==> config.mk <==
export PLATFORM = sky130hd
export DESIGN_NAME = ffa_ctrl
export DESIGN_NICKNAME = d
export VERILOG_FILES = /design/src/rtl/core/first_fit_heap_allocator_top_macros.svh /design/src/rtl/core/ffa_pkg.sv /design/src/rtl/core/ffa_ctrl.sv
export SDC_FILE = /design/constraint.sdc
export NUM_CORES = 1
export LEC_CHECK = 0
export BUFFER_PORTS_ARGS = -buffer_cell sky130_fd_sc_hd__buf_2
export CORE_MARGIN = 1.5
export CORE_UTILIZATION = 35
export CTS_CLUSTER_DIAMETER = 150
export DETAILED_ROUTE_END_ITERATION = 10
export GPL_TIMING_DRIVEN = 0
export PLACE_DENSITY = 0.68
export SYNTH_ARGS = -nofsm -noshare
export SYNTH_HDL_FRONTEND = slang
export SYNTH_SLANG_ARGS = --single-unit
==> constraint.sdc <==
create_clock -name clk -period 3.2 [get_ports clk]
set_input_delay 0.32 -clock clk [delete_from_list [all_inputs] [get_ports clk]]
set_output_delay 0.32 -clock clk [all_outputs]
set_load 0.02 [all_outputs]
==> src/rtl/core/first_fit_heap_allocator_top_macros.svh <==
// Assertion macros for the first-fit heap allocator.
`ifndef FIRST_FIT_HEAP_ALLOCATOR_TOP_MACROS_SVH
`define FIRST_FIT_HEAP_ALLOCATOR_TOP_MACROS_SVH
`ifndef SYNTHESIS
`define FFA_ASSERT_IMPL(label, ante, cons) \
  label: assert property (@(posedge clk) disable iff (!rst_n) (ante) |-> (cons)) \
    else $error("ffa: implication check failed");
`define FFA_ASSERT_NEXT(label, ante, cons) \
  label: assert property (@(posedge clk) disable iff (!rst_n) (ante) |=> (cons)) \
    else $error("ffa: next-cycle check failed");
`else
`define FFA_ASSERT_IMPL(label, ante, cons)
`define FFA_ASSERT_NEXT(label, ante, cons)
`endif
`endif

==> src/rtl/core/ffa_pkg.sv <==
// Types and constants shared by the heap allocator modules.
package ffa_pkg;

  localparam int PW = 18;
  localparam logic [7:0] USED_MARK = 8'd1;
  localparam logic [7:0] FREE_MARK = 8'd0;
  localparam logic [PW-1:0] HDR_BYTES = PW'(3);

  typedef enum logic [4:0] {
    S_INIT0, S_INIT1, S_INIT2, S_IDLE, S_DISPATCH,
    S_HR0, S_HR1, S_HR2, S_HR3,
    S_A_LOOP, S_A_EVAL, S_AW_MARK, S_AW_SHI, S_AW_SLO, S_AW_RMK, S_AW_RHI, S_AW_RLO,
    S_F_CHECK, S_F_MARK, S_F_WALK, S_F_ADV, S_F_CLR,
    S_M_LOOP, S_M_EVAL, S_M_IN, S_M_IN2, S_M_WHI, S_M_WLO,
    S_DONE
  } state_t;

  typedef enum logic [1:0] {RAM_IDLE, RAM_RD, RAM_WR} ram_op_t;
  typedef enum logic [1:0] {A_POS, A_REST, A_HDR, A_NXT} asel_t;
  typedef enum logic [2:0] {
    W_ZERO, W_ONE, W_SZ_HI, W_SZ_LO, W_REST_HI, W_REST_LO, W_BLK_HI, W_BLK_LO
  } wsel_t;
  typedef enum logic [1:0] {CAP_NONE, CAP_MARK, CAP_HI, CAP_LO} cap_t;
  typedef enum logic [1:0] {POS_HOLD, POS_ZERO, POS_ADV_HSIZE, POS_ADV_BLK} pos_op_t;
  typedef enum logic [1:0] {BLK_HOLD, BLK_LOAD, BLK_ADD} blk_op_t;
  typedef enum logic [1:0] {RES_NONE, RES_FAIL, RES_ALLOC, RES_FREE} res_t;
  typedef enum logic [1:0] {W_INIT_NONE, W_INIT_ZERO, W_INIT_HI, W_INIT_LO} init_t;

  typedef struct packed {
    logic    lat_req;
    ram_op_t ram_op;
    asel_t   asel;
    logic [1:0] off;
    wsel_t   wsel;
    init_t   init;
    cap_t    cap;
    pos_op_t pos_op;
    blk_op_t blk_op;
    res_t    res;
    logic    out_load;
  } cmd_t;

  typedef struct packed {
    logic op_free;
    logic size_bad;
    logic alloc_room;
    logic fit;
    logic split;
    logic free_bad;
    logic mark_used;
    logic mark_free;
    logic pos_lt_hdr;
    logic pos_eq_hdr;
    logic pos_lt_mem;
    logic end_hit;
    logic nxt_lt_mem;
    logic out_free;
  } stat_t;

endpackage

==> src/rtl/core/ffa_ctrl.sv <==
// Allocator controller: sequences header walks, splits, merges and results.
module ffa_ctrl (
  input  logic           clk,
  input  logic           rst_n,
  input  logic           in_valid,
  output logic           in_ready,
  input  ffa_pkg::stat_t stat,
  output ffa_pkg::cmd_t  cmd
);
  ffa_pkg::state_t state_r, state_nxt, ret_r, ret_nxt;
  ffa_pkg::asel_t  hsel_r, hsel_nxt;

  always_ff @(posedge clk) begin
    if (!rst_n) begin
      state_r <= ffa_pkg::S_INIT0;
      ret_r   <= ffa_pkg::S_IDLE;
      hsel_r  <= ffa_pkg::A_POS;
    end else begin
      state_r <= state_nxt;
      ret_r   <= ret_nxt;
      hsel_r  <= hsel_nxt;
    end
  end

  // next state
  always_comb begin
    state_nxt = state_r;
    ret_nxt   = ret_r;
    hsel_nxt  = hsel_r;
    unique case (state_r)
      ffa_pkg::S_INIT0: state_nxt = ffa_pkg::S_INIT1;
      ffa_pkg::S_INIT1: state_nxt = ffa_pkg::S_INIT2;
      ffa_pkg::S_INIT2: state_nxt = ffa_pkg::S_IDLE;
      ffa_pkg::S_IDLE: if (in_valid) state_nxt = ffa_pkg::S_DISPATCH;
      ffa_pkg::S_DISPATCH: begin
        if (stat.op_free) state_nxt = ffa_pkg::S_F_CHECK;
        else if (stat.size_bad) state_nxt = ffa_pkg::S_DONE;
        else state_nxt = ffa_pkg::S_A_LOOP;
      end
      ffa_pkg::S_HR0: state_nxt = ffa_pkg::S_HR1;
      ffa_pkg::S_HR1: state_nxt = ffa_pkg::S_HR2;
      ffa_pkg::S_HR2: state_nxt = ffa_pkg::S_HR3;
      ffa_pkg::S_HR3: state_nxt = ret_r;
      ffa_pkg::S_A_LOOP: begin
        if (stat.alloc_room) begin
          state_nxt = ffa_pkg::S_HR0;
          ret_nxt   = ffa_pkg::S_A_EVAL;
          hsel_nxt  = ffa_pkg::A_POS;
        end else begin
          state_nxt = ffa_pkg::S_DONE;
        end
      end
      ffa_pkg::S_A_EVAL: state_nxt = stat.fit ? ffa_pkg::S_AW_MARK : ffa_pkg::S_A_LOOP;
      ffa_pkg::S_AW_MARK: state_nxt = stat.split ? ffa_pkg::S_AW_SHI : ffa_pkg::S_DONE;
      ffa_pkg::S_AW_SHI: state_nxt = ffa_pkg::S_AW_SLO;
      ffa_pkg::S_AW_SLO: state_nxt = ffa_pkg::S_AW_RMK;
      ffa_pkg::S_AW_RMK: state_nxt = ffa_pkg::S_AW_RHI;
      ffa_pkg::S_AW_RHI: state_nxt = ffa_pkg::S_AW_RLO;
      ffa_pkg::S_AW_RLO: state_nxt = ffa_pkg::S_DONE;
      ffa_pkg::S_F_CHECK: begin
        if (stat.free_bad) begin
          state_nxt = ffa_pkg::S_DONE;
        end else begin
          state_nxt = ffa_pkg::S_HR0;
          ret_nxt   = ffa_pkg::S_F_MARK;
          hsel_nxt  = ffa_pkg::A_HDR;
        end
      end
      ffa_pkg::S_F_MARK: state_nxt = stat.mark_used ? ffa_pkg::S_F_WALK : ffa_pkg::S_DONE;
      ffa_pkg::S_F_WALK: begin
        if (stat.pos_lt_hdr) begin
          state_nxt = ffa_pkg::S_HR0;
          ret_nxt   = ffa_pkg::S_F_ADV;
          hsel_nxt  = ffa_pkg::A_POS;
        end else if (stat.pos_eq_hdr) begin
          state_nxt = ffa_pkg::S_F_CLR;
        end else begin
          state_nxt = ffa_pkg::S_DONE;
        end
      end
      ffa_pkg::S_F_ADV: state_nxt = ffa_pkg::S_F_WALK;
      ffa_pkg::S_F_CLR: state_nxt = ffa_pkg::S_M_LOOP;
      ffa_pkg::S_M_LOOP: begin
        if (stat.pos_lt_mem) begin
          state_nxt = ffa_pkg::S_HR0;
          ret_nxt   = ffa_pkg::S_M_EVAL;
          hsel_nxt  = ffa_pkg::A_POS;
        end else begin
          state_nxt = ffa_pkg::S_DONE;
        end
      end
      ffa_pkg::S_M_EVAL: begin
        if (stat.end_hit) state_nxt = ffa_pkg::S_DONE;
        else if (stat.mark_free) state_nxt = ffa_pkg::S_M_IN;
        else state_nxt = ffa_pkg::S_M_LOOP;
      end
      ffa_pkg::S_M_IN: begin
        if (stat.nxt_lt_mem) begin
          state_nxt = ffa_pkg::S_HR0;
          ret_nxt   = ffa_pkg::S_M_IN2;
          hsel_nxt  = ffa_pkg::A_NXT;
        end else begin
          state_nxt = ffa_pkg::S_M_WHI;
        end
      end
      ffa_pkg::S_M_IN2: state_nxt = stat.mark_free ? ffa_pkg::S_M_IN : ffa_pkg::S_M_WHI;
      ffa_pkg::S_M_WHI: state_nxt = ffa_pkg::S_M_WLO;
      ffa_pkg::S_M_WLO: state_nxt = ffa_pkg::S_M_LOOP;
      ffa_pkg::S_DONE: if (stat.out_free) state_nxt = ffa_pkg::S_IDLE;
      default: state_nxt = ffa_pkg::S_IDLE;
    endcase
  end

  // outputs
  always_comb begin
    cmd          = '0;
    cmd.ram_op   = ffa_pkg::RAM_IDLE;
    cmd.asel     = ffa_pkg::A_POS;
    cmd.wsel     = ffa_pkg::W_ZERO;
    cmd.init     = ffa_pkg::W_INIT_NONE;
    cmd.cap      = ffa_pkg::CAP_NONE;
    cmd.pos_op   = ffa_pkg::POS_HOLD;
    cmd.blk_op   = ffa_pkg::BLK_HOLD;
    cmd.res      = ffa_pkg::RES_NONE;
    in_ready     = 1'b0;
    unique case (state_r)
      ffa_pkg::S_INIT0: begin
        cmd.ram_op = ffa_pkg::RAM_WR;
        cmd.init   = ffa_pkg::W_INIT_ZERO;
      end
      ffa_pkg::S_INIT1: begin
        cmd.ram_op = ffa_pkg::RAM_WR;
        cmd.off    = 2'd1;
        cmd.init   = ffa_pkg::W_INIT_HI;
      end
      ffa_pkg::S_INIT2: begin
        cmd.ram_op = ffa_pkg::RAM_WR;
        cmd.off    = 2'd2;
        cmd.init   = ffa_pkg::W_INIT_LO;
      end
      ffa_pkg::S_IDLE: begin
        in_ready    = 1'b1;
        cmd.lat_req = in_valid;
      end
      ffa_pkg::S_DISPATCH: begin
        if (!stat.op_free && stat.size_bad) cmd.res = ffa_pkg::RES_FAIL;
      end
      ffa_pkg::S_HR0: begin
        cmd.ram_op = ffa_pkg::RAM_RD;
        cmd.asel   = hsel_r;
      end
      ffa_pkg::S_HR1: begin
        cmd.ram_op = ffa_pkg::RAM_RD;
        cmd.asel   = hsel_r;
        cmd.off    = 2'd1;
        cmd.cap    = ffa_pkg::CAP_MARK;
      end
      ffa_pkg::S_HR2: begin
        cmd.ram_op = ffa_pkg::RAM_RD;
        cmd.asel   = hsel_r;
        cmd.off    = 2'd2;
        cmd.cap    = ffa_pkg::CAP_HI;
      end
      ffa_pkg::S_HR3: cmd.cap = ffa_pkg::CAP_LO;
      ffa_pkg::S_A_LOOP: if (!stat.alloc_room) cmd.res = ffa_pkg::RES_FAIL;
      ffa_pkg::S_A_EVAL: if (!stat.fit) cmd.pos_op = ffa_pkg::POS_ADV_HSIZE;
      ffa_pkg::S_AW_MARK: begin
        cmd.ram_op = ffa_pkg::RAM_WR;
        cmd.wsel   = ffa_pkg::W_ONE;
        if (!stat.split) cmd.res = ffa_pkg::RES_ALLOC;
      end
      ffa_pkg::S_AW_SHI: begin
        cmd.ram_op = ffa_pkg::RAM_WR;
        cmd.off    = 2'd1;
        cmd.wsel   = ffa_pkg::W_SZ_HI;
      end
      ffa_pkg::S_AW_SLO: begin
        cmd.ram_op = ffa_pkg::RAM_WR;
        cmd.off    = 2'd2;
        cmd.wsel   = ffa_pkg::W_SZ_LO;
      end
      ffa_pkg::S_AW_RMK: begin
        cmd.ram_op = ffa_pkg::RAM_WR;
        cmd.asel   = ffa_pkg::A_REST;
        cmd.wsel   = ffa_pkg::W_ZERO;
      end
      ffa_pkg::S_AW_RHI: begin
        cmd.ram_op = ffa_pkg::RAM_WR;
        cmd.asel   = ffa_pkg::A_REST;
        cmd.off    = 2'd1;
        cmd.wsel   = ffa_pkg::W_REST_HI;
      end
      ffa_pkg::S_AW_RLO: begin
        cmd.ram_op = ffa_pkg::RAM_WR;
        cmd.asel   = ffa_pkg::A_REST;
        cmd.off    = 2'd2;
        cmd.wsel   = ffa_pkg::W_REST_LO;
        cmd.res    = ffa_pkg::RES_ALLOC;
      end
      ffa_pkg::S_F_CHECK: if (stat.free_bad) cmd.res = ffa_pkg::RES_FAIL;
      ffa_pkg::S_F_MARK: if (!stat.mark_used) cmd.res = ffa_pkg::RES_FAIL;
      ffa_pkg::S_F_WALK: begin
        if (!stat.pos_lt_hdr && !stat.pos_eq_hdr) cmd.res = ffa_pkg::RES_FAIL;
      end
      ffa_pkg::S_F_ADV: cmd.pos_op = ffa_pkg::POS_ADV_HSIZE;
      ffa_pkg::S_F_CLR: begin
        cmd.ram_op = ffa_pkg::RAM_WR;
        cmd.asel   = ffa_pkg::A_HDR;
        cmd.wsel   = ffa_pkg::W_ZERO;
        cmd.pos_op = ffa_pkg::POS_ZERO;
      end
      ffa_pkg::S_M_LOOP: if (!stat.pos_lt_mem) cmd.res = ffa_pkg::RES_FREE;
      ffa_pkg::S_M_EVAL: begin
        if (stat.end_hit) cmd.res = ffa_pkg::RES_FREE;
        else if (stat.mark_free) cmd.blk_op = ffa_pkg::BLK_LOAD;
        else cmd.pos_op = ffa_pkg::POS_ADV_HSIZE;
      end
      ffa_pkg::S_M_IN: ;
      ffa_pkg::S_M_IN2: if (stat.mark_free) cmd.blk_op = ffa_pkg::BLK_ADD;
      ffa_pkg::S_M_WHI: begin
        cmd.ram_op = ffa_pkg::RAM_WR;
        cmd.off    = 2'd1;
        cmd.wsel   = ffa_pkg::W_BLK_HI;
      end
      ffa_pkg::S_M_WLO: begin
        cmd.ram_op = ffa_pkg::RAM_WR;
        cmd.off    = 2'd2;
        cmd.wsel   = ffa_pkg::W_BLK_LO;
        cmd.pos_op = ffa_pkg::POS_ADV_BLK;
      end
      ffa_pkg::S_DONE: cmd.out_load = stat.out_free;
      default: ;
    endcase
  end
endmodule

==> results.json <==
{
  "min_to": "ret_r[1]",
  "worstSetupPathType": "reg -> out",
  "post_cts_buffers": 0,
  "ys_types": 60,
  "layout_common_cells": "buf_2, nand2_1, nor2_1",
  "clkTransAtPathRegs_ps": 60,
  "route.detailed.drc": 0,
  "drt.antenna.violating_nets": 0,
  "fin_util_pct": 43.7,
  "ir_worst_vdd_uv": 363,
  "worstHoldPathType": "in -> reg",
  "cp_max_fo": 10,
  "initialDrtViolationCount": 252,
  "synth_xor_area_share_pct": 1.62,
  "skew_ps": 3.98,
  "grt_pass1_vias": 1815,
  "cp-end-kind": "output port",
  "synth-compound-area-share_pct": 32.4,
  "maxSlewHeadroom_pct": 62.3,
  "core_sq_mm": 0.00441,
  "worstRegToRegCells": 5,
  "outcome": "completed",
  "synth_area_sq_mm": 0.00162,
  "syn_inst": 243,
  "rrSetupSlack_ps": 1230,
  "stdcell_count": 337,
  "grt.total_usage_pct": 23.0,
  "cts.sinks": 12,
  "critPathLaunchType": "flip-flop",
  "worstPathRequired_ps": 2880,
  "grt.overflow.total": 0,
  "cts_resized": 0,
  "ys_ff_latch": 12,
  "fmax_mhz": 401,
  "timing.rr.end": "state_r[2]",
  "cts_tree": "done",
  "hold_start": "rst_n",
  "dp_cells": 333,
  "initial_core_util_pct": 36.6,
  "cellLeakagePower_nw": 0.836,
  "area_growth_syn_to_layout_pct": 19.2,
  "syn_avg_cell_area_sq_um": 6.66,
  "mostFrequentLayoutCell": "buf_2",
  "synth.area.mux_share_pct": 0.619,
  "synth_fa_ha_area_share_pct": 0,
  "cts_buffers": 3,
  "clock_latency_ps": 250,
  "dp_hpwl_mm": 4.57,
  "hold_viol_final": 0,
  "fin_nets": 303,
  "async_reset_ff_share_pct": 0,
  "setup_viol": 0,
  "rows": 24,
  "place_congestion": 1.00,
  "die_w_um": 71.0,
  "min_path_cells": 2,
  "rsz0062_at_grt": "false",
  "synth_ff_type": "dfxtp_1",
  "finalSetupTns_ps": 0,
  "pwr_density_cell_mw_per_mm2": 808,
  "io_buffers": 38,
  "arrival_ps": 2170,
  "io_pins": 39,
  "syn-num-nets": 260,
  "grt_antenna_before_repair": 0,
  "grt_max_degree": 11,
  "grt_pass1_wl_mm": 9.18,
  "synth_edf_count": 0,
  "finalWorstSetupSlack_ps": 707,
  "wl_per_cell_um": 17.3,
  "htree_levels": 1,
  "holdBufCountCts": 0,
  "vias": 2034,
  "maxCapViolations": 0,
  "finalCriticalPeriod_ps": 2490,
  "die_height_um": 71.0,
  "hold_slack_ps": 331,
  "dp_slack_ps": 1090,
  "yosysWarnings": 0,
  "diodes": 0,
  "synth_top_family_by_area": "simple AND/OR/NAND/NOR gates",
  "wl_mm": 5.83,
  "fin_crit_sh_pct": 77.9,
  "yosys.area_share.simple_pct": 42.3,
  "drv_slew": 0,
  "ys_seq_area_share_pct": 14.8,
  "layout-drive-gt1-share_pct": 25.3,
  "cts_buffer_depth": 2,
  "worst_slew_pin_slew_ps": 563,
  "via_per_inst": 6.04,
  "r2r-start": "state_r[0]",
  "clock-root-buffer": "clkbuf_8",
  "die_area_sq_mm": 0.00504,
  "firstDrtPassIters": 7
}
==> synth_stat cells, types with 3 or more instances <==
cell      number  area share (%)
nand2_1       27             6.3
o21ai_0       18             5.6
nor2b_1        8             3.1
nand2b_1       9             3.5
a211oi_1       5             2.3
buf_2         16             4.9
dfxtp_1       12              15
nand3_1        7             2.2
and3_1         4             1.5
nor2_1        26             6.0
nand3b_1       3             1.4
a31oi_1        5             1.9
inv_1          6             1.4
and2_1         3             1.2
nor4_1         5             1.9
or3_1          4             1.5
xnor2_1        3             1.6
o21bai_1       3             1.4
a21oi_1       16             4.9
nor3_1        13             4.0
==> power by group <==
group	switching, W	total [W]	internal [W]
Clock	0.0000604	0.000169	0.000109
Combinational	0.000749	0.00116	0.000414
Sequential	0.0000349	0.000226	0.000191
==> state kept, by name (all words and copies together), names as in the netlist <==
register / count
ret_r: 5
state_r: 5
hsel_r: 2
==> cell type report <==
| type | count | area, sq um |
|---|---|---|
| repair buffers | 38 | 190 |
| clock buffers | 4 | 55.1 |
| well taps | 52 | 65.1 |
| multi-input cells | 205 | 1240 |
| plain buffers | 20 | 110 |
| inverters | 6 | 22.5 |
| fillers | 472 | 2490 |
| flip-flops and latches | 12 | 240 |
==> worst max-delay path: stages, from the launching register on <==
cell and delay, ps:
dfxtp_1 350, buf_2 220, nor2_1 440, nor4b_1 430
a21oi_1 70, nand2_1 140, a211o_1 110, buf_2 150
==> logic make-up after synthesis <==
group	Yosys count
buf+inv	26
simple gates	125
flops	12
compound gates	76
xor+xnor	3
mux	1
==> worst max-delay path by stage <==
stage	slack (ps)	to	depth (start not counted)	start
detailed placement	1090	cmd[1]	7	state_r[0]
global placement	1060	cmd[1]	7	state_r[0]
floorplan	1250	cmd[10]	5	state_r[4]
CTS	820	cmd[1]	7	state_r[3]
finish	710	cmd[1]	7	state_r[0]
global route	630	cmd[1]	7	state_r[3]
==> through the flow <==
stage,total power [W],cell area (sq um)
4_1_cts,0.00153,1930
5_1_grt,0.00165,1930
6_report,0.00156,1930
3_5_place_dp,0.00136,1870
3_3_place_gp,0.00136,1870
2_1_floorplan,0.00105,1620
==> per-layer routing <==
layer | global-route usage (%) | vias up | routed length (um)
li1 | - | 975 | -
met1 | 32.8 | 928 | 2580
met2 | 35.0 | 116 | 2640
met3 | 3.56 | 15 | 480
met4 | 8.18 | 0 | 129
met5 | 0 | - | 0
No activity file was read; power rests on OpenSTA's default activity.
